[config.mk]
export PLATFORM = sky130hd
export DESIGN_NAME = ctd_cfg
export DESIGN_NICKNAME = d
export VERILOG_FILES = /design/src/hw/rtl/ctd_pkg.sv /design/src/hw/rtl/ctd_cfg.sv
export SDC_FILE = /design/constraint.sdc
export NUM_CORES = 1
export LEC_CHECK = 0
export ABC_CLOCK_PERIOD_IN_PS = 2800
export BUFFER_PORTS_ARGS = -buffer_cell sky130_fd_sc_hd__buf_4
export CORE_ASPECT_RATIO = 1.4
export CORE_MARGIN = 4
export CORE_UTILIZATION = 40
export CTS_BUF_LIST = sky130_fd_sc_hd__clkbuf_8
export CTS_CLUSTER_DIAMETER = 120
export DETAILED_ROUTE_END_ITERATION = 7
export GPL_ROUTABILITY_DRIVEN = 0
export GPL_TIMING_DRIVEN = 0
export PLACE_DENSITY = 0.95
export SYNTH_ARGS = -nofsm -noshare
export SYNTH_HDL_FRONTEND = slang
export SYNTH_SLANG_ARGS = --single-unit
[constraint.sdc]
create_clock -name aclk -period 2.8 [get_ports aclk]
set_input_delay 0.56 -clock aclk [delete_from_list [all_inputs] [get_ports aclk]]
set_output_delay 0.56 -clock aclk [all_outputs]
set_load 0.1 [all_outputs]
[src/hw/rtl/ctd_pkg.sv]
// shared types, constants and helpers of the convolutional time deinterleaver
// no dependencies
package ctd_pkg;

    localparam int unsigned BRANCHES = 16;
    localparam int unsigned ROW_W = 4;
    localparam int unsigned CFG_LEN_W = 14;
    localparam int unsigned APB_DATA_W = 32;
    localparam int unsigned APB_ADDR_W = 3;
    localparam logic [CFG_LEN_W-1:0] LEN_RESET = 14'd8192;

    typedef enum logic [0:0] {
        REG_ACTIVE_LENGTH = 1'b0
    } reg_index_t;

    function automatic logic [ROW_W-1:0] bitrev4(input logic [ROW_W-1:0] v);
        logic [ROW_W-1:0] r;
        r = {v[0], v[1], v[2], v[3]};
        return r;
    endfunction

endpackage

[src/hw/rtl/ctd_cfg.sv]
// apb register block: active_length and its clamped effective value
// depends on ctd_pkg
module ctd_cfg import ctd_pkg::*; #(
    parameter int unsigned MAX_LENGTH = 8192,
    parameter int unsigned LEN_W = 14
) (
    input  logic                  aclk,
    input  logic                  aresetn,
    input  logic                  psel,
    input  logic                  penable,
    input  logic                  pwrite,
    input  logic [APB_ADDR_W-1:0] paddr,
    input  logic [APB_DATA_W-1:0] pwdata,
    output logic [APB_DATA_W-1:0] prdata,
    output logic [LEN_W-1:0]      eff_len
);

    logic [CFG_LEN_W-1:0] active_length_reg;
    logic [CFG_LEN_W-1:0] active_length_next;
    logic                 hit;
    logic [31:0]          len32;

    assign hit = (paddr[APB_ADDR_W-1] == REG_ACTIVE_LENGTH);

    always_comb begin
        active_length_next = active_length_reg;
        if (psel && penable && pwrite && hit) begin
            active_length_next = pwdata[CFG_LEN_W-1:0];
        end
    end

    always_ff @(posedge aclk) begin
        if (!aresetn) begin
            active_length_reg <= LEN_RESET;
        end else begin
            active_length_reg <= active_length_next;
        end
    end

    assign prdata = hit ? APB_DATA_W'(active_length_reg) : '0;
    assign len32  = 32'(active_length_reg);

    always_comb begin
        if (len32 == 32'd0) begin
            eff_len = LEN_W'(1);
        end else if (len32 > 32'(MAX_LENGTH)) begin
            eff_len = LEN_W'(MAX_LENGTH);
        end else begin
            eff_len = LEN_W'(len32);
        end
    end

endmodule

# --- Yosys cells after proc, flatten, opt, wreduce, memory -nomap -nowiden ---
# Cells that the tools add are included.
op_classes:
  addsub: 0
  mul: 0
  div: 0
  n_lt_le_gt_ge: 1
  eq_ne: 0
  shifts: 0
  mux: 3
  n_bitwise: 1
  reduce_logical: 4
op_table:
  columns: ["op", "n"]
  rows:
  - ["2-to-1 mux 14 bit", 3]
  - ["zero test 32 bit", 1]
  - ["greater-than comparator 14 bit, second input constant", 1]
  - ["logical AND 1 bit", 3]
  - ["inverter 1 bit", 1]
word_totals:
  ff_bits: 14
  latchBits: 0
  ram_bits: 0
  mem_bits_ro: 0
  in_bits: 40
  out_inout_bits: 46
  word_cells: 10
  mem_count: 0

# --- Longest topological paths before layout ---
# Gate-level depths: netlist (run 1).
depth:
  depth_word: 3
  mapped_depth: 5
  depth_no_buf: 3

# --- Least setup slack after synthesis (run 1) ---
# No wires, ideal clock.
synth_timing:
  path_kind: "reg2out"
  from: "register active_length_reg[13]"
  to: "output port eff_len[0]"
  t_arrival_ns: 2.158
  setup_slack_ns: 0.082
  path_stages_with_launch: 4
  n_path_buf: 0
  cell_sequence: "dfxtp_1 > nor4_1 > nand4_1 > mux2i_1"
synth_between:
  elab_chain_len: 3
synth_rtl:
  columns: ["item", "line_no", "text"]
  rows:
  - ["start: declaration", "ctd_cfg.sv:18", "logic [CFG_LEN_W-1:0] active_length_reg;"]
  - ["start signal: assignment", "ctd_cfg.sv:36", "active_length_reg <= active_length_next;"]
  - ["greater-than comparator 14 bit", "ctd_cfg.sv:46", "end else if (len32 > 32'(MAX_LENGTH)) begin"]
  - ["2-to-1 mux 14 bit", "ctd_cfg.sv:46", null]
  - ["2-to-1 mux 14 bit *", "ctd_cfg.sv:44", "if (len32 == 32'd0) begin"]
  - ["end: declaration", "ctd_cfg.sv:15", "output logic [LEN_W-1:0] eff_len"]
# Mark *: on every way between the ends. The rest lies on a longest branch, timed or not.

# --- Final worst setup path (run 1) ---
layout_timing:
  from: "register active_length_reg[13]"
  to: "output port prdata[13]"
layout_between:
  elab_chain_len: 1
layout_rtl:
  columns: ["item", "line_no", "text"]
  rows:
  - ["2-to-1 mux 14 bit", "ctd_cfg.sv:40", "assign prdata = hit ? APB_DATA_W'(active_length_reg) : '0;"]
  - ["end: declaration", "ctd_cfg.sv:14", "output logic [APB_DATA_W-1:0] prdata,"]
# Every way passes these cells.

==> flow_summary.toml, run 1 <==
[outcome]
outcome = "completed"

[route]
detailedRoute.firstPassIterationCount = 4
drcViolationCount = 0
antenna_left = 0
drt_wl_total_mm = 2.293
via_per_inst = 4.376
met2RoutedLength_mm = 1.189
drt_iter0_drc = 13
topRoutingLayerUsed = "met4"
wl_per_cell_um = 11.19
route.vias.total = 897
dr_wl_met3_um = 237
met1_length_um = 822

[global_route]
grt_pass1_vias = 857
gr-total-overflow = 0
grt_start_max_net_pins = 11
grt_pass1_wl_mm = 3.581
initial_antenna_violation_count = 0
grt_usage_pct = 14.51

[setup_path]
cp_data_required_time_ns = 2.24
worstSetupStartpointType = "register"
critPathArrivalTime_ns = 1.62
worst-path-max-fanout = 10
cp-end-kind = "output port"
path_class = "register to output port"
ff2ff_setup_slack_ns = 1.69

[pwr]
peakVddDrop_mv = 0.2946
power.density_nw_per_um2 = 413.6
power.static_leakage_nw = 0.6807

[synthesis]
synth_seq_cells = 14
syn_area_um2 = 948.4
synthesis.instances = 116
synth_seq_area_share_pct = 29.55
ys_warn_count = 0
syn_avg_cell_area_um2 = 8.176
post_synth_num_cell_types = 20

[sta]
achievable-frequency_ghz = 0.4578
setup_slack_ns = 0.6156
rsz0062_at_grt = "no"
worst_clk_skew_ns = 0
report.final.hold_viol_count = 0
period_needed_ns = 2.184
setup_viol = 0
setup_total_negative_slack_ns = 0
post-route-period-util_pct = 78.02
report.final.slew_viol_count = 0

[cts]
count_of_buffers_added_by_post_cts_timing_repair_for_setup = 0
cts.path.max_buffers = 2
htreeDepth = 1
cts_root_buffer = "clkbuf_8"
cts.clk_slew.worst_paths_ns = 0.06
cts_resized = 0
cts.sink_count = 14
cts_tree = "done"
post_cts_hold_buffer_count = 0
clkLatencyLatePin_ns = 0.25
cts_made_buffers = 3

[floorplanning]
die_h_um = 65.62
coreArea_um2 = 2227
rows = 20
top_level_ports = 86
x_dimension_of_the_die_um = 49.16
start_util_pct = 42.58
die_area_um2 = 3225

[layout]
layout-drive-gt1-share_pct = 46.99
number_of_flip_flops_in_the_largest_register = 14
num-fill-cells = 209
layout.area.seq_um2 = 280.3
areaGrowthSynthToFinish_pct = 51.19
num-nets-final = 225
antennaDiodeCount = 0
multiInputGateArea_um2 = 543.0

[placed_design]
io_buffers = 47
place_ws_ns = 0.8205
dp.final_hpwl_mm = 1.851

[hold_path]
hold_path_class = "register to register"

[run]
max_cap_viol_count = 0
## logic make-up after synthesis
kind of cell    count (synthesis)  synth area share [%]
buf+inv                        25                 19.92
other cells                     1                0.3954
flops                          14                 29.55
compound gates                 13                 13.85
mux                             1                 1.055
simple gates                   62                 35.22
## cell type report
cell class	count	area share, %
multi-input cells	94	37.87
well taps	22	1.920
flip-flops and latches	14	19.55
clock buffers	3	2.880
repair buffers	47	24.61
plain buffers	25	13.18
## power breakdown
| part | switching, W | total [W] | internal (W) |
|---|---|---|---|
| sequential | 0.00000443 | 0.000208 | 0.000204 |
| combinational | 0.000164 | 0.000219 | 0.0000553 |
| clock | 0.0000702 | 0.000165 | 0.0000953 |
| total | 0.000239 | 0.000593 | 0.000354 |
## worst max-delay path, cell delays in order, from the launching register on
cell	delay, ns
dfxtp_1	0.46
clkbuf_1	0.41
and2b_2	0.22
buf_4	0.28
## Yosys cell counts
library cell | number | area (um2)
nand2_1 | 26 | 97.59
nor2b_1 | 22 | 137.6
buf_4 | 19 | 142.6
dfxtp_1 | 14 | 280.3
a21boi_2 | 9 | 101.4
a21boi_0 | 4 | 30.03
and2b_2 | 4 | 35.03
clkbuf_1 | 4 | 15.01
nand2_2 | 2 | 12.51
nor4_1 | 2 | 12.51
and4b_1 | 1 | 10.01
buf_12 | 1 | 20.02
buf_6 | 1 | 11.26
conb_1 | 1 | 3.750
mux2i_1 | 1 | 10.01
nand3_1 | 1 | 5.000
nand4_1 | 1 | 6.260
nand4b_1 | 1 | 8.760
nor2_1 | 1 | 3.750
nor3_1 | 1 | 5.000
## per-layer routing
| layer | GRT usage, % | vias up |
|---|---|---|
| met2 | 27.85 | 45 |
| met5 | 0 | - |
| li1 | - | 467 |
| met4 | 7.473 | 0 |
| met3 | 4.308 | 5 |
| met1 | 13.55 | 380 |
## through the flow
step	total power (W)	cells	utilization [%]	hold WS, ns	area [um2]
6_report	0.0005931	205	64.38	0.4823	1434
5_1_grt	0.0006166	205	64.38	0.5147	1434
4_1_cts	0.0005970	205	64.38	0.4879	1434
3_5_place_dp	0.0004316	202	62.53	0.4801	1393
3_3_place_gp	0.0004302	202	62.53	0.4723	1393
2_1_floorplan	0.0003956	133	-	0.4601	1012
## placed cells by master (no fill, tap or decap)
| cell type | Yosys | layout |
|---|---|---|
| buf_4 | 19 | 66 |
| nand2_1 | 26 | 26 |
| nor2b_1 | 22 | 22 |
| conb_1 | 1 | 18 |
| dfxtp_1 | 14 | 14 |
| a21boi_2 | 9 | 9 |
| clkbuf_1 | 4 | 4 |
| and2b_2 | 4 | 4 |
| a21boi_0 | 4 | 4 |
| clkbuf_8 | 0 | 3 |
| nor4_1 | 2 | 2 |
| nand2_2 | 2 | 2 |
| nor2_1 | 1 | 1 |
| nor3_1 | 1 | 1 |
| nand4_1 | 1 | 1 |
| mux2i_1 | 1 | 1 |
| and4b_1 | 1 | 1 |
| buf_6 | 1 | 1 |
| buf_12 | 1 | 1 |
| nand4b_1 | 1 | 1 |
| nand3_1 | 1 | 1 |
## worst paths after layout
| check | from | endpoint | cells after the start |
|---|---|---|---|
| setup / recovery | active_length_reg[13] | prdata[13] | 3 |
| hold / removal | active_length_reg[9] | active_length_reg[9] | 2 |
| setup reg to reg | active_length_reg[13] | active_length_reg[13] | 3 |
| hold reg to reg | active_length_reg[9] | active_length_reg[9] | 2 |
Note: power is estimated with default switching activity, not from simulation.
==> run 2, diff against run 1 <==
--- a/config.mk
+++ b/config.mk
@@ -5,17 +5,18 @@
 export SDC_FILE = /design/constraint.sdc
 export NUM_CORES = 1
 export LEC_CHECK = 0
-export ABC_CLOCK_PERIOD_IN_PS = 2800
+export ABC_AREA = 1
+export ABC_CLOCK_PERIOD_IN_PS = 2000
 export BUFFER_PORTS_ARGS = -buffer_cell sky130_fd_sc_hd__buf_4
 export CORE_ASPECT_RATIO = 1.4
 export CORE_MARGIN = 4
-export CORE_UTILIZATION = 40
+export CORE_UTILIZATION = 35
 export CTS_BUF_LIST = sky130_fd_sc_hd__clkbuf_8
 export CTS_CLUSTER_DIAMETER = 120
 export DETAILED_ROUTE_END_ITERATION = 7
 export GPL_ROUTABILITY_DRIVEN = 0
 export GPL_TIMING_DRIVEN = 0
-export PLACE_DENSITY = 0.95
+export PLACE_DENSITY = 0.9
 export SYNTH_ARGS = -nofsm -noshare
 export SYNTH_HDL_FRONTEND = slang
 export SYNTH_SLANG_ARGS = --single-unit
==> constraint.sdc (replaced) <==
create_clock -name aclk -period 2 [get_ports aclk]
set_input_delay 0.4 -clock aclk [delete_from_list [all_inputs] [get_ports aclk]]
set_output_delay 0.4 -clock aclk [all_outputs]
set_load 0.1 [all_outputs]
==> run 2 against run 1 <==
Effect of this change: area after synthesis rose by 4.5%; wire length rose by 21%; clock power rose by 69%; critical endpoint is now eff_len[7]; highest routed layer unchanged.
==> flow_summary.toml, run 2 <==
[floorplanning]
die_area_um2 = 3759
start_util_pct = 37.11
top_level_ports = 86
rows = 22
die_h_um = 70.96
coreArea_um2 = 2670
x_dimension_of_the_die_um = 52.97

[synthesis]
synth-compound-area-share_pct = 27.53
syn_area_um2 = 991.0
synth-edff-count = 0
synth.top_cells.by_area = "dfxtp_1, buf_4, a21oi_2"
main_combinational_cell_family_by_area_after_synthesis = "compound AO/OA/AOI/OAI gates"
most_used_flip_flop_cell_after_synthesis = "dfxtp_1"
synthAdderAreaFrac_pct = 0
synth_async_sr_flop_share_pct = 0
mux_share_of_post_synthesis_cell_area_pct = 0
synth_seq_area_share_pct = 28.28
synth_seq_cells = 14
syn_avg_cell_area_um2 = 7.286
ys_warn_count = 0
post_synth_num_cell_types = 18
synth.most_common_cell = "nor2_1"
most_instantiated_cells_after_synthesis = "nor2_1, buf_4, a21oi_2"
synth_simple_gate_area_share_pct = 18.56
synthesized_area_fraction_occupied_by_xor_and_xnor_cells_pct = 0
synth.largest_area_cell = "dfxtp_1"
netlist.area_leader.share_pct = 28.28
synthesis.instances = 136

[cts]
clkLatencyLatePin_ns = 0.25
cts.sink_count = 14
cts_tree = "done"
cts.clk_slew.worst_paths_ns = 0.06
post_cts_hold_buffer_count = 0
cts_root_buffer = "clkbuf_8"
cts_made_buffers = 3
cts.path.max_buffers = 2
htreeDepth = 1

[layout]
final_core_utilization_pct = 64.06
areaGrowthSynthToFinish_pct = 72.60
layout-drive-gt1-share_pct = 54.41
most_common_cell_after_layout_fill_and_taps_aside = "buf_4"
layoutNonFillerInstCount = 240
number_of_flip_flops_in_the_largest_register = 14
num-nets-final = 245
leading_cell_types_in_the_layout_fill_and_taps_excluded = "buf_4, conb_1, nor2_1"
antennaDiodeCount = 0

[setup_path]
worstReg2RegStart = "active_length_reg[13]"
worstSetupStartpointType = "register"
reg2reg_depth = 2
worst_r2r_endpoint = "active_length_reg[13]"
cp_data_required_time_ns = 1.60
path_class = "register to output port"
ff2ff_setup_slack_ns = 1.24
worst-path-max-fanout = 10
cp-end-kind = "output port"
critPathArrivalTime_ns = 1.57

[route]
wl_per_cell_um = 11.53
drt_wl_total_mm = 2.766
route.vias.total = 1023
antenna_left = 0
detailedRoute.firstPassIterationCount = 2
via_per_inst = 4.263
drt_iter0_drc = 21
drcViolationCount = 0

[placed_design]
io_buffers = 47
dp.final_hpwl_mm = 2.138
place_ws_ns = 0.2184
post-place-cells = 236

[global_route]
grt_pass1_vias = 994
gr-total-overflow = 0
grt_usage_pct = 14.88
initial_antenna_violation_count = 0
grt_pass1_wl_mm = 4.271
grt_start_max_net_pins = 11

[sta]
max_slew_margin_pct = 65.59
worstMarginPinSlew_ns = 0.5161
post_route_worst_hold_slack_ns = 0.4103
worst_clk_skew_ns = 0
period_needed_ns = 1.971
report.final.hold_viol_count = 0
report.final.slew_viol_count = 0
achievable-frequency_ghz = 0.5073
setup_slack_ns = 0.02870
post-route-period-util_pct = 98.56
setup_viol = 0

[pwr]
power.density_nw_per_um2 = 639.7
peakVddDrop_mv = 0.4733
power.total_w = 0.001094
power.static_leakage_nw = 0.8199

[hold_path]
min_to = "active_length_reg[8]"
hold-path-cell-count = 3
timing.hold.worst.start = "pwdata[8]"
hold_path_class = "input pin to register"

[run]
max_cap_viol_count = 0

[outcome]
outcome = "completed"
-- run 2: cell count changes in the layout (fill, tap and decap cells not counted), moves of 6 or more --
cell / change
a21oi_2: +6
a21boi_2: -9
buf_4: -10
nor2_1: +16
a21oi_4: +10
a21oi_1: +8
nor2b_1: -22
o21ai_0: +8
nor2_2: +9
inv_1: +13
nand2_1: -13
-- run 2: layout make-up --
class,count,area [um2]
plain buffers,25,192.7
clock buffers,4,55.05
fillers,227,959.7
inverters,17,63.81
multi-input cells,97,615.6
flip-flops and latches,14,280.3
well taps,36,45.04
repair buffers,47,457.9
-- run 2: worst max path at each step --
stage / cells after the start / from / to
floorplan: 2 / paddr[2] / prdata[10]
global placement: 3 / active_length_reg[13] / eff_len[1]
detailed placement: 3 / active_length_reg[13] / eff_len[2]
CTS: 7 / active_length_reg[4] / eff_len[4]
global route: 7 / active_length_reg[4] / eff_len[7]
finish: 7 / active_length_reg[4] / eff_len[7]
-- run 2: critical path, stage by stage (launching register included) --
cell	delay (ns)
dfxtp_1	0.31
nor2_1	0.17
nand2_1	0.09
nor2_2	0.12
nand2_2	0.10
buf_8	0.18
a21oi_4	0.14
buf_8	0.21
-- run 2: metal layers --
metal | vias up | GRT usage [%] | part of all wire, %
met3 | 5 | 2.316 | 7.6
met5 | - | 0 | 0
met2 | 45 | 28.18 | 55
met4 | 0 | 6.534 | 1.7
li1 | 526 | - | -
met1 | 447 | 15.20 | 36
-- run 2: timing repair --
| item | in CTS | in global routing |
|---|---|---|
| resized for setup | 4 | 24 |
| setup buffers | 0 | 0 |
| endpoints found under the setup margin | 11 | 10 |
| endpoints found under the hold margin | 0 | 0 |
-- run 2: power breakdown --
part,internal [W],leakage [nW],switching [W],total [W]
sequential,0.000289,0.114,0.00000729,0.000296
combinational,0.000131,0.677,0.000387,0.000518
clock,0.000174,0.0288,0.000105,0.000279
-- run 2: metrics by stage --
stage	instance area [um2]	TNS [ns]
after global placement	1544	0
after floorplan	1146	-2.660
final	1710	0
after global routing	1710	-0.2787
after detailed placement	1544	0
after CTS	1613	0
-- run 2: logic make-up (layout without fill, tap and decap cells) --
group	Yosys count	after routing
buffers and inverters	42	93
flip-flops	14	14
other	1	18
AND/OR/NAND/NOR	41	41
AO/OA/AOI/OAI	38	38
